[src/rtl/core/ncu_pkg.sv]
`default_nettype none

package ncu_pkg;

    // Conversion opcodes
    typedef enum logic [3:0] {
        OP_CII = 4'd0,
        OP_CUI = 4'd1,
        OP_CFI = 4'd2,
        OP_CIF = 4'd3,
        OP_CUF = 4'd4,
        OP_CFF = 4'd5,
        OP_CIU = 4'd6,
        OP_CUU = 4'd7,
        OP_CFU = 4'd8
    } t_opcode;

    // Trap codes
    localparam logic [1:0] TRAP_NONE    = 2'd0;
    localparam logic [1:0] TRAP_ILLEGAL = 2'd1;
    localparam logic [1:0] TRAP_RANGE   = 2'd2;

    // Configuration register indexes
    localparam logic [1:0] CFG_WORD_SIZE   = 2'd0;
    localparam logic [1:0] CFG_RANGE_CHECK = 2'd1;
    localparam logic [1:0] CFG_IGNORE_TRAP = 2'd2;

    // Sizes in bytes
    localparam logic [3:0] SZ_1 = 4'd1;
    localparam logic [3:0] SZ_2 = 4'd2;
    localparam logic [3:0] SZ_4 = 4'd4;
    localparam logic [3:0] SZ_8 = 4'd8;

    // Which late-stage datapath an item takes
    typedef enum logic [2:0] {
        PATH_DIRECT = 3'd0,  // result settled at decode
        PATH_F2S    = 3'd1,  // float to signed int
        PATH_F2U    = 3'd2,  // float to unsigned int
        PATH_I2F    = 3'd3,  // int to float
        PATH_S2D    = 3'd4,  // subnormal single to double
        PATH_D2S    = 3'd5   // double to single with rounding
    } t_path;

    // Decode/unpack stage payload
    typedef struct packed {
        t_path              path;
        logic [3:0]         to_size;
        logic [1:0]         trap;
        logic               chk;
        logic               sign;
        logic signed [11:0] f_exp;
        logic [52:0]        man;
        logic [63:0]        res;
        logic [31:0]        lz_in;
    } t_s1;

    // Shift/normalize stage payload
    typedef struct packed {
        t_path       path;
        logic [3:0]  to_size;
        logic [1:0]  trap;
        logic        chk;
        logic        sign;
        logic [63:0] res;
        logic [31:0] ipart;
        logic        frac;
        logic        huge;
        logic        zero;
        logic [31:0] norm;
        logic [4:0]  lz;
        logic [30:0] base;
        logic        rg;
        logic        rs;
    } t_s2;

    typedef struct packed {
        logic [4:0]  lz;
        logic [31:0] norm;
    } t_norm;

    // Leading zero count and left normalize in five halving steps
    function automatic t_norm norm32(input logic [31:0] x);
        t_norm       r;
        logic [31:0] v;
        v    = x;
        r.lz = 5'd0;
        if (v[31:16] == 16'h0) begin
            r.lz[4] = 1'b1;
            v       = {v[15:0], 16'h0};
        end
        if (v[31:24] == 8'h0) begin
            r.lz[3] = 1'b1;
            v       = {v[23:0], 8'h0};
        end
        if (v[31:28] == 4'h0) begin
            r.lz[2] = 1'b1;
            v       = {v[27:0], 4'h0};
        end
        if (v[31:30] == 2'h0) begin
            r.lz[1] = 1'b1;
            v       = {v[29:0], 2'h0};
        end
        if (v[31] == 1'b0) begin
            r.lz[0] = 1'b1;
            v       = {v[30:0], 1'b0};
        end
        r.norm = v;
        return r;
    endfunction

endpackage

`default_nettype wire

[src/rtl/core/numeric_conversion_unit_top.sv]
// Integer/float size conversion unit. Each input beat carries an opcode (CII, CUI, CFI,
// CIF, CUF, CFF, CIU, CUU, CFU), source and destination sizes in bytes and the raw
// operand; each beat yields exactly one output beat with the converted bits, the result
// size, and a trap code (illegal pair or range error; on a trap result and size are 0).
// The datapath is a three-stage pipeline: decode/unpack, shift/normalize, round/pack
// into the output register. One beat is accepted every cycle unless o_in_stall is high; a
// stall on the output only holds the stages that are full, so bubbles are squeezed out. The
// user must write configuration through the cfg port (always ready) only while idle; the block does not enforce it.
`default_nettype none

module numeric_conversion_unit_top (
    input  wire logic        i_clk,
    input  wire logic        i_rst_n,
    // input channel
    input  wire logic        i_in_valid,
    output logic             o_in_stall,
    input  wire logic [3:0]  i_opcode,
    input  wire logic [3:0]  i_from_size,
    input  wire logic [3:0]  i_to_size,
    input  wire logic [63:0] i_operand,
    // output channel
    output logic             o_out_valid,
    input  wire logic        i_out_stall,
    output logic [63:0]      o_result,
    output logic [3:0]       o_result_size,
    output logic [1:0]       o_trap_code,
    // configuration
    input  wire logic        i_cfg_valid,
    output logic             o_cfg_ready,
    input  wire logic [1:0]  i_cfg_index,
    input  wire logic [2:0]  i_cfg_data
);

    // configuration registers
    logic [2:0] r_word_size;
    logic       r_range_chk;
    logic       r_ign_trap;

    assign o_cfg_ready = 1'b1;

    always_ff @(posedge i_clk) begin
        if (!i_rst_n) begin
            r_word_size <= 3'd4;
            r_range_chk <= 1'b0;
            r_ign_trap  <= 1'b0;
        end else if (i_cfg_valid) begin
            case (i_cfg_index)
                ncu_pkg::CFG_WORD_SIZE:   r_word_size <= i_cfg_data;
                ncu_pkg::CFG_RANGE_CHECK: r_range_chk <= i_cfg_data[0];
                ncu_pkg::CFG_IGNORE_TRAP: r_ign_trap  <= i_cfg_data[0];
                default: ;
            endcase
        end
    end

    // pipeline flow control: a stage moves when it is empty or the next one moves
    logic r_v1, r_v2, r_v3;
    logic en1, en2, en3;

    assign en3        = !r_v3 || !i_out_stall;
    assign en2        = !r_v2 || en3;
    assign en1        = !r_v1 || en2;
    assign o_in_stall = !en1;

    always_ff @(posedge i_clk) begin
        if (!i_rst_n) begin
            r_v1 <= 1'b0;
            r_v2 <= 1'b0;
            r_v3 <= 1'b0;
        end else begin
            if (en1) r_v1 <= i_in_valid;
            if (en2) r_v2 <= r_v1;
            if (en3) r_v3 <= r_v2;
        end
    end

    // ------------------------------------------------------------------
    // Stage 1: decode, legality, integer conversions, float unpack
    // ------------------------------------------------------------------
    ncu_pkg::t_s1 n_s1, r_s1;

    logic [7:0]  pair;
    logic        legal, short_pair, chk;
    logic [31:0] src_s, src_u, mag;
    logic        u_sign;
    logic        ef_zero, ef_all1, mf_zero;
    logic [63:0] x;

    assign x    = i_operand;
    assign pair = {i_from_size, i_to_size};
    assign chk  = r_range_chk && !r_ign_trap;

    always_comb begin
        // legal size pairs per opcode
        legal      = 1'b0;
        short_pair = 1'b0;
        case (i_opcode)
            ncu_pkg::OP_CII: begin
                legal      = pair inside {8'h12, 8'h14, 8'h22, 8'h24, 8'h42, 8'h44};
                short_pair = (i_to_size == ncu_pkg::SZ_2);
            end
            ncu_pkg::OP_CUI, ncu_pkg::OP_CIU, ncu_pkg::OP_CUU: begin
                legal      = pair inside {8'h22, 8'h24, 8'h42, 8'h44};
                short_pair = (pair != 8'h44);
            end
            ncu_pkg::OP_CFI, ncu_pkg::OP_CFU: begin
                legal      = pair inside {8'h42, 8'h44, 8'h82, 8'h84};
                short_pair = (i_to_size == ncu_pkg::SZ_2);
            end
            ncu_pkg::OP_CIF, ncu_pkg::OP_CUF: begin
                legal      = pair inside {8'h24, 8'h28, 8'h44, 8'h48};
                short_pair = (i_from_size == ncu_pkg::SZ_2);
            end
            ncu_pkg::OP_CFF: begin
                legal      = pair inside {8'h44, 8'h48, 8'h84, 8'h88};
                short_pair = 1'b0;
            end
            default: begin
                legal      = 1'b0;
                short_pair = 1'b0;
            end
        endcase

        // integer sources
        case (i_from_size)
            ncu_pkg::SZ_1: src_s = {{24{x[7]}}, x[7:0]};
            ncu_pkg::SZ_2: src_s = {{16{x[15]}}, x[15:0]};
            default:       src_s = x[31:0];
        endcase
        src_u = (i_from_size == ncu_pkg::SZ_2) ? {16'h0, x[15:0]} : x[31:0];

        // float unpack: value = man * 2^(f_exp - 52)
        n_s1 = '0;
        if (i_from_size == ncu_pkg::SZ_4) begin
            ef_zero       = (x[30:23] == 8'h00);
            ef_all1       = (x[30:23] == 8'hff);
            mf_zero       = (x[22:0] == 23'h0);
            n_s1.sign     = x[31];
            n_s1.f_exp    = ef_zero ? -12'sd126 : $signed({4'b0, x[30:23]}) - 12'sd127;
            n_s1.man      = {!ef_zero, x[22:0], 29'h0};
        end else begin
            ef_zero       = (x[62:52] == 11'h000);
            ef_all1       = (x[62:52] == 11'h7ff);
            mf_zero       = (x[51:0] == 52'h0);
            n_s1.sign     = x[63];
            n_s1.f_exp    = ef_zero ? -12'sd1022 : $signed({1'b0, x[62:52]}) - 12'sd1023;
            n_s1.man      = {!ef_zero, x[51:0]};
        end

        // int to float magnitude
        if (i_opcode == ncu_pkg::OP_CIF) begin
            u_sign = src_s[31];
            mag    = src_s[31] ? (32'h0 - src_s) : src_s;
        end else begin
            u_sign = 1'b0;
            mag    = src_u;
        end

        n_s1.to_size = i_to_size;
        n_s1.chk     = chk;
        n_s1.path    = ncu_pkg::PATH_DIRECT;
        n_s1.trap    = ncu_pkg::TRAP_NONE;
        n_s1.res     = '0;
        n_s1.lz_in   = '0;

        if (!legal || (short_pair && r_word_size == 3'd4)) begin
            n_s1.trap = ncu_pkg::TRAP_ILLEGAL;
        end else begin
            case (i_opcode)
                ncu_pkg::OP_CII: begin
                    if (chk && i_from_size == ncu_pkg::SZ_4 && i_to_size == ncu_pkg::SZ_2
                        && !((&src_s[31:15]) || !(|src_s[31:15])))
                        n_s1.trap = ncu_pkg::TRAP_RANGE;
                    n_s1.res = (i_to_size == ncu_pkg::SZ_2) ? {{48{src_s[15]}}, src_s[15:0]}
                                                            : {{32{src_s[31]}}, src_s};
                end
                ncu_pkg::OP_CUI: begin
                    if (chk && ((i_to_size == ncu_pkg::SZ_2 && src_u[31:15] != 17'h0)
                        || (i_to_size == ncu_pkg::SZ_4 && i_from_size == ncu_pkg::SZ_4
                            && src_u[31])))
                        n_s1.trap = ncu_pkg::TRAP_RANGE;
                    n_s1.res = (i_to_size == ncu_pkg::SZ_2) ? {{48{src_u[15]}}, src_u[15:0]}
                                                            : {{32{src_u[31]}}, src_u};
                end
                ncu_pkg::OP_CIU, ncu_pkg::OP_CUU: begin
                    n_s1.res = (i_from_size == ncu_pkg::SZ_2 || i_to_size == ncu_pkg::SZ_2)
                             ? {48'h0, x[15:0]} : {32'h0, x[31:0]};
                end
                ncu_pkg::OP_CFI, ncu_pkg::OP_CFU: begin
                    // NaN converts to zero without a trap
                    if (!(ef_all1 && !mf_zero))
                        n_s1.path = (i_opcode == ncu_pkg::OP_CFI) ? ncu_pkg::PATH_F2S
                                                                  : ncu_pkg::PATH_F2U;
                end
                ncu_pkg::OP_CIF, ncu_pkg::OP_CUF: begin
                    n_s1.path  = ncu_pkg::PATH_I2F;
                    n_s1.sign  = u_sign;
                    n_s1.lz_in = mag;
                end
                ncu_pkg::OP_CFF: begin
                    if (i_from_size == i_to_size) begin
                        n_s1.res = (i_from_size == ncu_pkg::SZ_4) ? {32'h0, x[31:0]} : x;
                    end else if (i_to_size == ncu_pkg::SZ_8) begin
                        // single to double
                        if (ef_all1 && !mf_zero)
                            n_s1.res = {x[31], 11'h7ff, 1'b1, x[21:0] | 22'h0, 29'h0}
                                     | {12'h0, x[22:0], 29'h0};
                        else if (ef_all1)
                            n_s1.res = {x[31], 11'h7ff, 52'h0};
                        else if (ef_zero && mf_zero)
                            n_s1.res = {x[31], 63'h0};
                        else if (!ef_zero)
                            n_s1.res = {x[31], {3'b0, x[30:23]} + 11'd896, x[22:0], 29'h0};
                        else begin
                            n_s1.path  = ncu_pkg::PATH_S2D;
                            n_s1.lz_in = {x[22:0], 9'h0};
                        end
                    end else begin
                        // double to single
                        if (ef_all1 && !mf_zero)
                            n_s1.res = {32'h0, x[63], 8'hff, 1'b1, x[50:29]};
                        else
                            n_s1.path = ncu_pkg::PATH_D2S;
                    end
                end
                default: ;
            endcase
        end
    end

    always_ff @(posedge i_clk) begin
        if (en1) r_s1 <= n_s1;
    end

    // ------------------------------------------------------------------
    // Stage 2: right shifts for float to int and double to single,
    //          normalize for int to float and subnormal single
    // ------------------------------------------------------------------
    ncu_pkg::t_s2   n_s2, r_s2;
    ncu_pkg::t_norm nrm;
    logic signed [11:0] e2;
    logic [11:0]        sh_i, sh_d;
    logic [52:0]        shr_i;
    logic [127:0]       shr_d;

    always_comb begin
        e2  = r_s1.f_exp;
        nrm = ncu_pkg::norm32(r_s1.lz_in);

        n_s2         = '0;
        n_s2.path    = r_s1.path;
        n_s2.to_size = r_s1.to_size;
        n_s2.trap    = r_s1.trap;
        n_s2.chk     = r_s1.chk;
        n_s2.sign    = r_s1.sign;
        n_s2.res     = r_s1.res;
        n_s2.norm    = nrm.norm;
        n_s2.lz      = nrm.lz;
        n_s2.zero    = (r_s1.lz_in == 32'h0);

        // float to int: integer part and lost fraction
        sh_i  = 12'(12'sd52 - e2);
        shr_i = r_s1.man >> sh_i[5:0];
        if (e2 < 12'sd0) begin
            n_s2.ipart = 32'h0;
            n_s2.frac  = (r_s1.man != 53'h0);
            n_s2.huge  = 1'b0;
        end else if (e2 >= 12'sd32) begin
            n_s2.ipart = 32'h0;
            n_s2.frac  = 1'b0;
            n_s2.huge  = 1'b1;
        end else begin
            n_s2.ipart = shr_i[31:0];
            n_s2.frac  = ((shr_i << sh_i[5:0]) != r_s1.man);
            n_s2.huge  = 1'b0;
        end

        // double to single: pre-rounding {exp, mantissa}, guard and sticky
        sh_d  = (e2 < -12'sd160) ? 12'd63 : 12'(-12'sd97 - e2);
        shr_d = {r_s1.man, 75'h0} >> sh_d[5:0];
        if (e2 > 12'sd127) begin
            n_s2.base = {8'hff, 23'h0};
            n_s2.rg   = 1'b0;
            n_s2.rs   = 1'b0;
        end else if (e2 >= -12'sd126) begin
            n_s2.base = {8'(e2 + 12'sd127), r_s1.man[51:29]};
            n_s2.rg   = r_s1.man[28];
            n_s2.rs   = |r_s1.man[27:0];
        end else begin
            n_s2.base = {8'h0, shr_d[97:75]};
            n_s2.rg   = shr_d[74];
            n_s2.rs   = |shr_d[73:0];
        end
    end

    always_ff @(posedge i_clk) begin
        if (en2) r_s2 <= n_s2;
    end

    // ------------------------------------------------------------------
    // Stage 3: saturate/range check, round, pack into output register
    // ------------------------------------------------------------------
    logic [63:0] n_res, r_res;
    logic [1:0]  n_trap, r_trap;
    logic [3:0]  r_size;
    logic [31:0] k_half, k_mag, f_mag;
    logic        ge_k, ge_k1, over_hi;
    logic [30:0] rb, rsum;
    logic        rgb, rsb, rup;

    always_comb begin
        // float to int limits
        k_half  = (r_s2.to_size == ncu_pkg::SZ_2) ? 32'h0000_8000 : 32'h8000_0000;
        ge_k    = r_s2.huge || (r_s2.ipart >= k_half);
        ge_k1   = r_s2.huge || (r_s2.ipart > k_half);
        over_hi = ge_k || (r_s2.ipart == k_half - 32'd1 && r_s2.frac);
        if (!r_s2.sign)
            k_mag = ge_k ? (k_half - 32'd1) : r_s2.ipart;
        else
            k_mag = ge_k1 ? k_half : r_s2.ipart;

        if (r_s2.sign)
            f_mag = 32'h0;
        else if (r_s2.huge)
            f_mag = (r_s2.to_size == ncu_pkg::SZ_2) ? 32'h0000_ffff : 32'hffff_ffff;
        else if (r_s2.to_size == ncu_pkg::SZ_2 && r_s2.ipart[31:16] != 16'h0)
            f_mag = 32'h0000_ffff;
        else
            f_mag = r_s2.ipart;

        // shared round-to-nearest-even adder for single results
        if (r_s2.path == ncu_pkg::PATH_I2F) begin
            rb  = {8'(8'd158 - {3'b0, r_s2.lz}), r_s2.norm[30:8]};
            rgb = r_s2.norm[7];
            rsb = |r_s2.norm[6:0];
        end else begin
            rb  = r_s2.base;
            rgb = r_s2.rg;
            rsb = r_s2.rs;
        end
        rup  = rgb && (rsb || rb[0]);
        rsum = rb + {30'h0, rup};

        n_trap = r_s2.trap;
        case (r_s2.path)
            ncu_pkg::PATH_DIRECT: n_res = r_s2.res;
            ncu_pkg::PATH_F2S: begin
                if (r_s2.chk && (r_s2.sign ? ge_k1 : over_hi))
                    n_trap = ncu_pkg::TRAP_RANGE;
                n_res = r_s2.sign ? (64'h0 - {32'h0, k_mag}) : {32'h0, k_mag};
            end
            ncu_pkg::PATH_F2U: n_res = {32'h0, f_mag};
            ncu_pkg::PATH_I2F: begin
                if (r_s2.zero)
                    n_res = 64'h0;
                else if (r_s2.to_size == ncu_pkg::SZ_8)
                    n_res = {r_s2.sign, 11'(11'd1054 - {6'b0, r_s2.lz}),
                             r_s2.norm[30:0], 21'h0};
                else
                    n_res = {32'h0, r_s2.sign, rsum};
            end
            ncu_pkg::PATH_S2D:
                n_res = {r_s2.sign, 11'(11'd896 - {6'b0, r_s2.lz}), r_s2.norm[30:0], 21'h0};
            ncu_pkg::PATH_D2S: n_res = {32'h0, r_s2.sign, rsum};
            default:           n_res = r_s2.res;
        endcase
    end

    always_ff @(posedge i_clk) begin
        if (en3) begin
            r_trap <= n_trap;
            r_res  <= (n_trap != ncu_pkg::TRAP_NONE) ? 64'h0 : n_res;
            r_size <= (n_trap != ncu_pkg::TRAP_NONE) ? 4'h0 : r_s2.to_size;
        end
    end

    assign o_out_valid   = r_v3;
    assign o_result      = r_res;
    assign o_result_size = r_size;
    assign o_trap_code   = r_trap;

    // ------------------------------------------------------------------
    // Assertions
    // ------------------------------------------------------------------
    a_trap_zero: assert property (@(posedge i_clk) disable iff (!i_rst_n)
        (o_out_valid && o_trap_code != ncu_pkg::TRAP_NONE)
            |-> (o_result == 64'h0 && o_result_size == 4'h0))
        else $error("trapped beat carries data");

    a_size_ok: assert property (@(posedge i_clk) disable iff (!i_rst_n)
        (o_out_valid && o_trap_code == ncu_pkg::TRAP_NONE)
            |-> (o_result_size == ncu_pkg::SZ_2 || o_result_size == ncu_pkg::SZ_4
                 || o_result_size == ncu_pkg::SZ_8))
        else $error("bad result size");

    a_no_stall_empty: assert property (@(posedge i_clk) disable iff (!i_rst_n)
        !o_out_valid |-> !o_in_stall)
        else $error("input stalled with empty output stage");

    a_hold_out: assert property (@(posedge i_clk) disable iff (!i_rst_n)
        (r_v2 && r_v3 && i_out_stall) |=> r_v2)
        else $error("stage 2 item lost under stall");

endmodule

`default_nettype wire
[config.mk]
export PLATFORM = sky130hd
export DESIGN_NAME = numeric_conversion_unit_top
export DESIGN_NICKNAME = d
export VERILOG_FILES = /design/src/rtl/core/ncu_pkg.sv /design/src/rtl/core/numeric_conversion_unit_top.sv
export SDC_FILE = /design/constraint.sdc
export NUM_CORES = 2
export LEC_CHECK = 0
export BUFFER_PORTS_ARGS = -buffer_cell sky130_fd_sc_hd__buf_2
export CELL_PAD_IN_SITES_DETAIL_PLACEMENT = 1
export CELL_PAD_IN_SITES_GLOBAL_PLACEMENT = 1
export CORE_AREA = 3 3 352 354
export DETAILED_ROUTE_END_ITERATION = 10
export DIE_AREA = 0 0 355 357
export PLACE_DENSITY = 0.55
export SLEW_MARGIN = 20
export SYNTH_ARGS = -nofsm -noshare
export SYNTH_HDL_FRONTEND = slang
export SYNTH_SLANG_ARGS = --single-unit
[constraint.sdc]
create_clock -name i_clk -period 7.5 [get_ports i_clk]
set_input_delay 1.125 -clock i_clk [delete_from_list [all_inputs] [get_ports i_clk]]
set_output_delay 1.125 -clock i_clk [all_outputs]
set_load 0.05 [all_outputs]
==> flow_metrics.py <==
metrics = {
    "synth": {
        "yosysWarnings": 0,
        "ys_seq_area_frac": 0.354,
        "netlist_area_um2": 36200,
        "syn_nets": 4276,
        "synthFlopType": "edfxtp_1",
        "ys_types": 101,
        "synth-edff-count": 421,
        "syn_avg_cell_area_um2": 8.66,
        "async_reset_ff_frac": 0,
        "synth-seq-cells": 429,
        "syn_inst": 4176,
    },
    "final_layout": {
        "drive_gt1_frac": 0.144,
        "seqCellArea_um2": 12800,
        "postLayoutCellArea_um2": 40500,
        "num-nets-final": 4272,
        "multi_input_area_um2": 21700,
        "areaGrowthSynthToFinish_pct": 12.0,
        "fillers": 14179,
        "final_cells": 5843,
    },
    "route": {
        "drc": 0,
        "vias": 37781,
        "met3_length_um": 19900,
        "wl_per_cell_um": 35.9,
        "highest_layer": "met5",
        "drt_wl_total_um": 210000,
        "dr.first_iter.drc_count": 5122,
        "wl_met1_um": 97100,
        "vias_per_cell": 6.47,
        "drt_first_pass_iters": 6,
        "ant_nets": 0,
        "wl_met2_um": 84400,
    },
    "clocking": {
        "htree_levels": 2,
        "clk_pin_slew_ns": 0.08,
        "clock_sinks": 429,
        "clk_latency_ns": 0.63,
        "clockBufferDepth": 3,
        "cts_hold_buf": 0,
        "cts_resized": 0,
        "postCtsSetupBuffers": 0,
        "cts.root.buffer_cell": "clkbuf_16",
        "cts_buffers": 49,
        "cts_tree": "built",
    },
    "setup_path": {
        "start_kind": "flop",
        "r2r_slack_ns": 0.37,
        "cp.required_ns": 7.86,
        "crit_path_end_kind": "flop",
        "crit_type": "flop to flop",
        "cpMostUsedCell": "nand4_1",
        "crit_slowest_cell": "a2111oi_0",
        "cp_max_fo": 25,
        "critPathTopFamily": "compound AO/OA/AOI/OAI gates",
        "cp_num_buf_inv": 3,
        "cp.arrival_ns": 7.49,
        "r2r_cells": 17,
        "r2r_end": "r_s2[72]$_DFFE_PP_",
        "crit_chain": "inv_1 -> ha_4 -> xor2_4 -> nor2_1 -> buf_4 -> a221oi_1 -> a32oi_1 -> and4b_1 -> or3_1 -> nand2_1 -> nand4_1 -> a2111oi_0 -> buf_4 -> nand4_1 -> a2111oi_0 -> nand4_1 -> o31a_1",
        "worst_path_largest_cell_delay_ns": 0.89,
        "reg2reg_from": "e2[1]$_DFFE_PN_",
    },
    "global_route": {
        "grt_pass1_wl_um": 292000,
        "grt.total_usage": 0.319,
        "grt-ovfl-total": 0,
        "antenna_found_initial": 31,
        "grt_max_degree": 123,
        "grt_pass1_vias": 35931,
    },
    "sta": {
        "setup_viol": 0,
        "tightest_slew_ns": 1.29,
        "slew_violations": 0,
        "fin_skew_ns": 0.0502,
        "relSlewSlack": 0.118,
        "timing.final.crit_period_ns": 7.13,
        "fin_ws_ns": 0.367,
        "finalHoldViolations": 0,
        "rsz0062_at_grt": "false",
        "finalSetupTns_ns": 0,
        "fmax_ghz": 0.140,
        "finalCritPeriodShare": 0.951,
    },
    "die": {
        "rows": 128,
        "core-area_um2": 121000,
        "die-area_um2": 127000,
        "dieWidth_um": 355,
        "io_pins": 159,
        "initial_utilization": 0.298,
        "die_h_um": 357,
    },
    "placement": {
        "numPortBuffers": 157,
        "gp_congestion": 1.02,
        "dp.cells": 5745,
        "place_area_um2": 38800,
        "post-dp-hpwl_um": 161000,
        "dp_slack_ns": 0.716,
    },
    "hold_path": {
        "worstHoldEndpoint": "r_s2[105]$_DFFE_PP_",
        "worstHoldStart": "n_s2[105]$_SDFFCE_PP0N_",
        "hold_class": "flop to flop",
        "hold_depth": 0,
    },
    "power_and_ir_drop": {
        "p_per_area_nw_per_um2": 230,
        "vdd_ir_drop_max_v": 0.000183,
        "leakagePower_nw": 15.4,
    },
    "run": {
        "maxCapViolations": 0,
    },
    "outcome": {
        "status": "completed",
    },
}
cell families (layout without fill, tap and decap cells):
family                   after synthesis  after routing  share of synthesized area
adder cells (fa/ha/maj)               14             14                    0.00484
other                                  1             11                   0.000104
multiplexers                         446            446                      0.146
flip-flops                           429            429                      0.354
AO/OA/AOI/OAI                       1288           1288                      0.232
XOR/XNOR                              76             76                     0.0195
AND/OR/NAND/NOR                     1487           1487                      0.192
buffers and inverters                435            467                     0.0510
worst register-to-register path, cell delays in order, from the launching register on:
cell       delay (ns)
edfxtp_1         0.76
inv_1            0.21
ha_4             0.28
xor2_4           0.81
nor2_1           0.09
buf_4            0.25
a221oi_1         0.79
a32oi_1          0.27
and4b_1          0.43
or3_1            0.63
nand2_1          0.12
nand4_1          0.10
a2111oi_0        0.89
buf_4            0.25
nand4_1          0.09
a2111oi_0        0.42
nand4_1          0.15
o31a_1           0.34
synthesized netlist by cell type, drive strengths merged (9+ instances only):
cell | number | area [um^2]
a2111oi | 26 | 228
a211oi | 46 | 350
a21o | 16 | 120
a21oi | 342 | 1720
a221oi | 42 | 380
a22o | 24 | 210
a22oi | 65 | 488
a31oi | 45 | 288
a32oi | 27 | 236
and2 | 27 | 169
and3 | 40 | 250
buf | 111 | 627
clkbuf | 276 | 1040
edfxtp | 421 | 12600
ha | 14 | 175
inv | 45 | 169
mux2 | 54 | 608
mux2i | 331 | 3310
mux4 | 61 | 1370
nand2 | 469 | 1760
nand2b | 21 | 131
nand3 | 132 | 661
nand4 | 49 | 307
nor2 | 416 | 1570
nor2b | 51 | 319
nor3 | 118 | 602
nor3b | 12 | 90.1
nor4 | 61 | 394
o2111ai | 25 | 219
o211a | 9 | 90.1
o211ai | 54 | 410
o21a | 15 | 113
o21ai | 322 | 1630
o221ai | 42 | 368
o22ai | 42 | 275
o311ai | 9 | 78.8
o31ai | 22 | 165
o32ai | 18 | 158
o41ai | 11 | 96.3
or2 | 17 | 106
or3 | 25 | 156
or4 | 15 | 113
xnor2 | 40 | 384
xor2 | 36 | 323
per-stage QoR:
stage	power (mW)	hold WS, ns	utilization
after floorplan	5.03	0.400	-
after global placement	6.75	0.404	0.320
after detailed placement	6.70	0.406	0.320
after CTS	9.15	0.386	0.333
after global routing	9.53	0.403	0.333
final	9.30	0.391	0.334
final cells by class:
type,count,share of cell area
Sequential cell,429,0.316
Clock inverter,35,0.00896
Antenna cell,10,0.000618
Multi-Input combinational cell,3312,0.536
Clock buffer,52,0.0305
Tap cell,1625,0.0502
Inverter,48,0.00457
Timing Repair Buffer,332,0.0532
cell usage in the layout, fill, tap and decap left out, types with 51 or more instances in the layout:
cell      netlist  layout
nand2_1       469     463
edfxtp_1      421     421
nor2_1        414     410
a21oi_1       341     340
mux2i_1       331     331
o21ai_0       303     302
buf_4          20     170
buf_2          54     157
nand3_1       132     132
nor3_1        117     115
a22oi_1        65      65
mux4_2         61      61
nor4_1         59      58
mux2_2         53      53
o211ai_1       53      53
nor2b_1        51      51
where the power goes:
group / internal [mW] / leakage [nW] / total [mW] / switching [mW]
combinational: 1.18 / 9.55 / 4.03 / 2.85
sequential: 2.69 / 5.03 / 2.84 / 0.148
clock: 1.38 / 0.772 / 2.44 / 1.05
layer usage:
metal  track usage  up-vias
met3        0.0695      373
met1         0.480    19224
met2         0.444     2134
met5             0        -
li1              -    16038
met4         0.112       12
state kept, by name, summed over array words and instances, names as in the netlist, 2 cells and up:
register,cells
r_s2,179
r_s1,85
n_s2,75
o_result_size,4
o_trap_code,2
o_result,64
e2,12
r_word_size,3
how the worst max path moves through the flow:
| stage | from | endpoint | slack (ns) | cells past startpoint |
|---|---|---|---|---|
| 3_5_place_dp | e2[1]$_DFFE_PN_ | r_s2[72]$_DFFE_PP_ | 0.72 | 17 |
| 2_1_floorplan | i_out_stall | o_in_stall | 0.05 | 3 |
| 4_1_cts | e2[1]$_DFFE_PN_ | r_s2[72]$_DFFE_PP_ | 0.68 | 17 |
| 6_report | e2[1]$_DFFE_PN_ | r_s2[72]$_DFFE_PP_ | 0.37 | 17 |
| 3_3_place_gp | e2[1]$_DFFE_PN_ | r_s2[72]$_DFFE_PP_ | 0.75 | 17 |
| 5_1_grt | e2[1]$_DFFE_PN_ | r_s2[72]$_DFFE_PP_ | 0.22 | 17 |
Power figures use the tool's default switching activity.
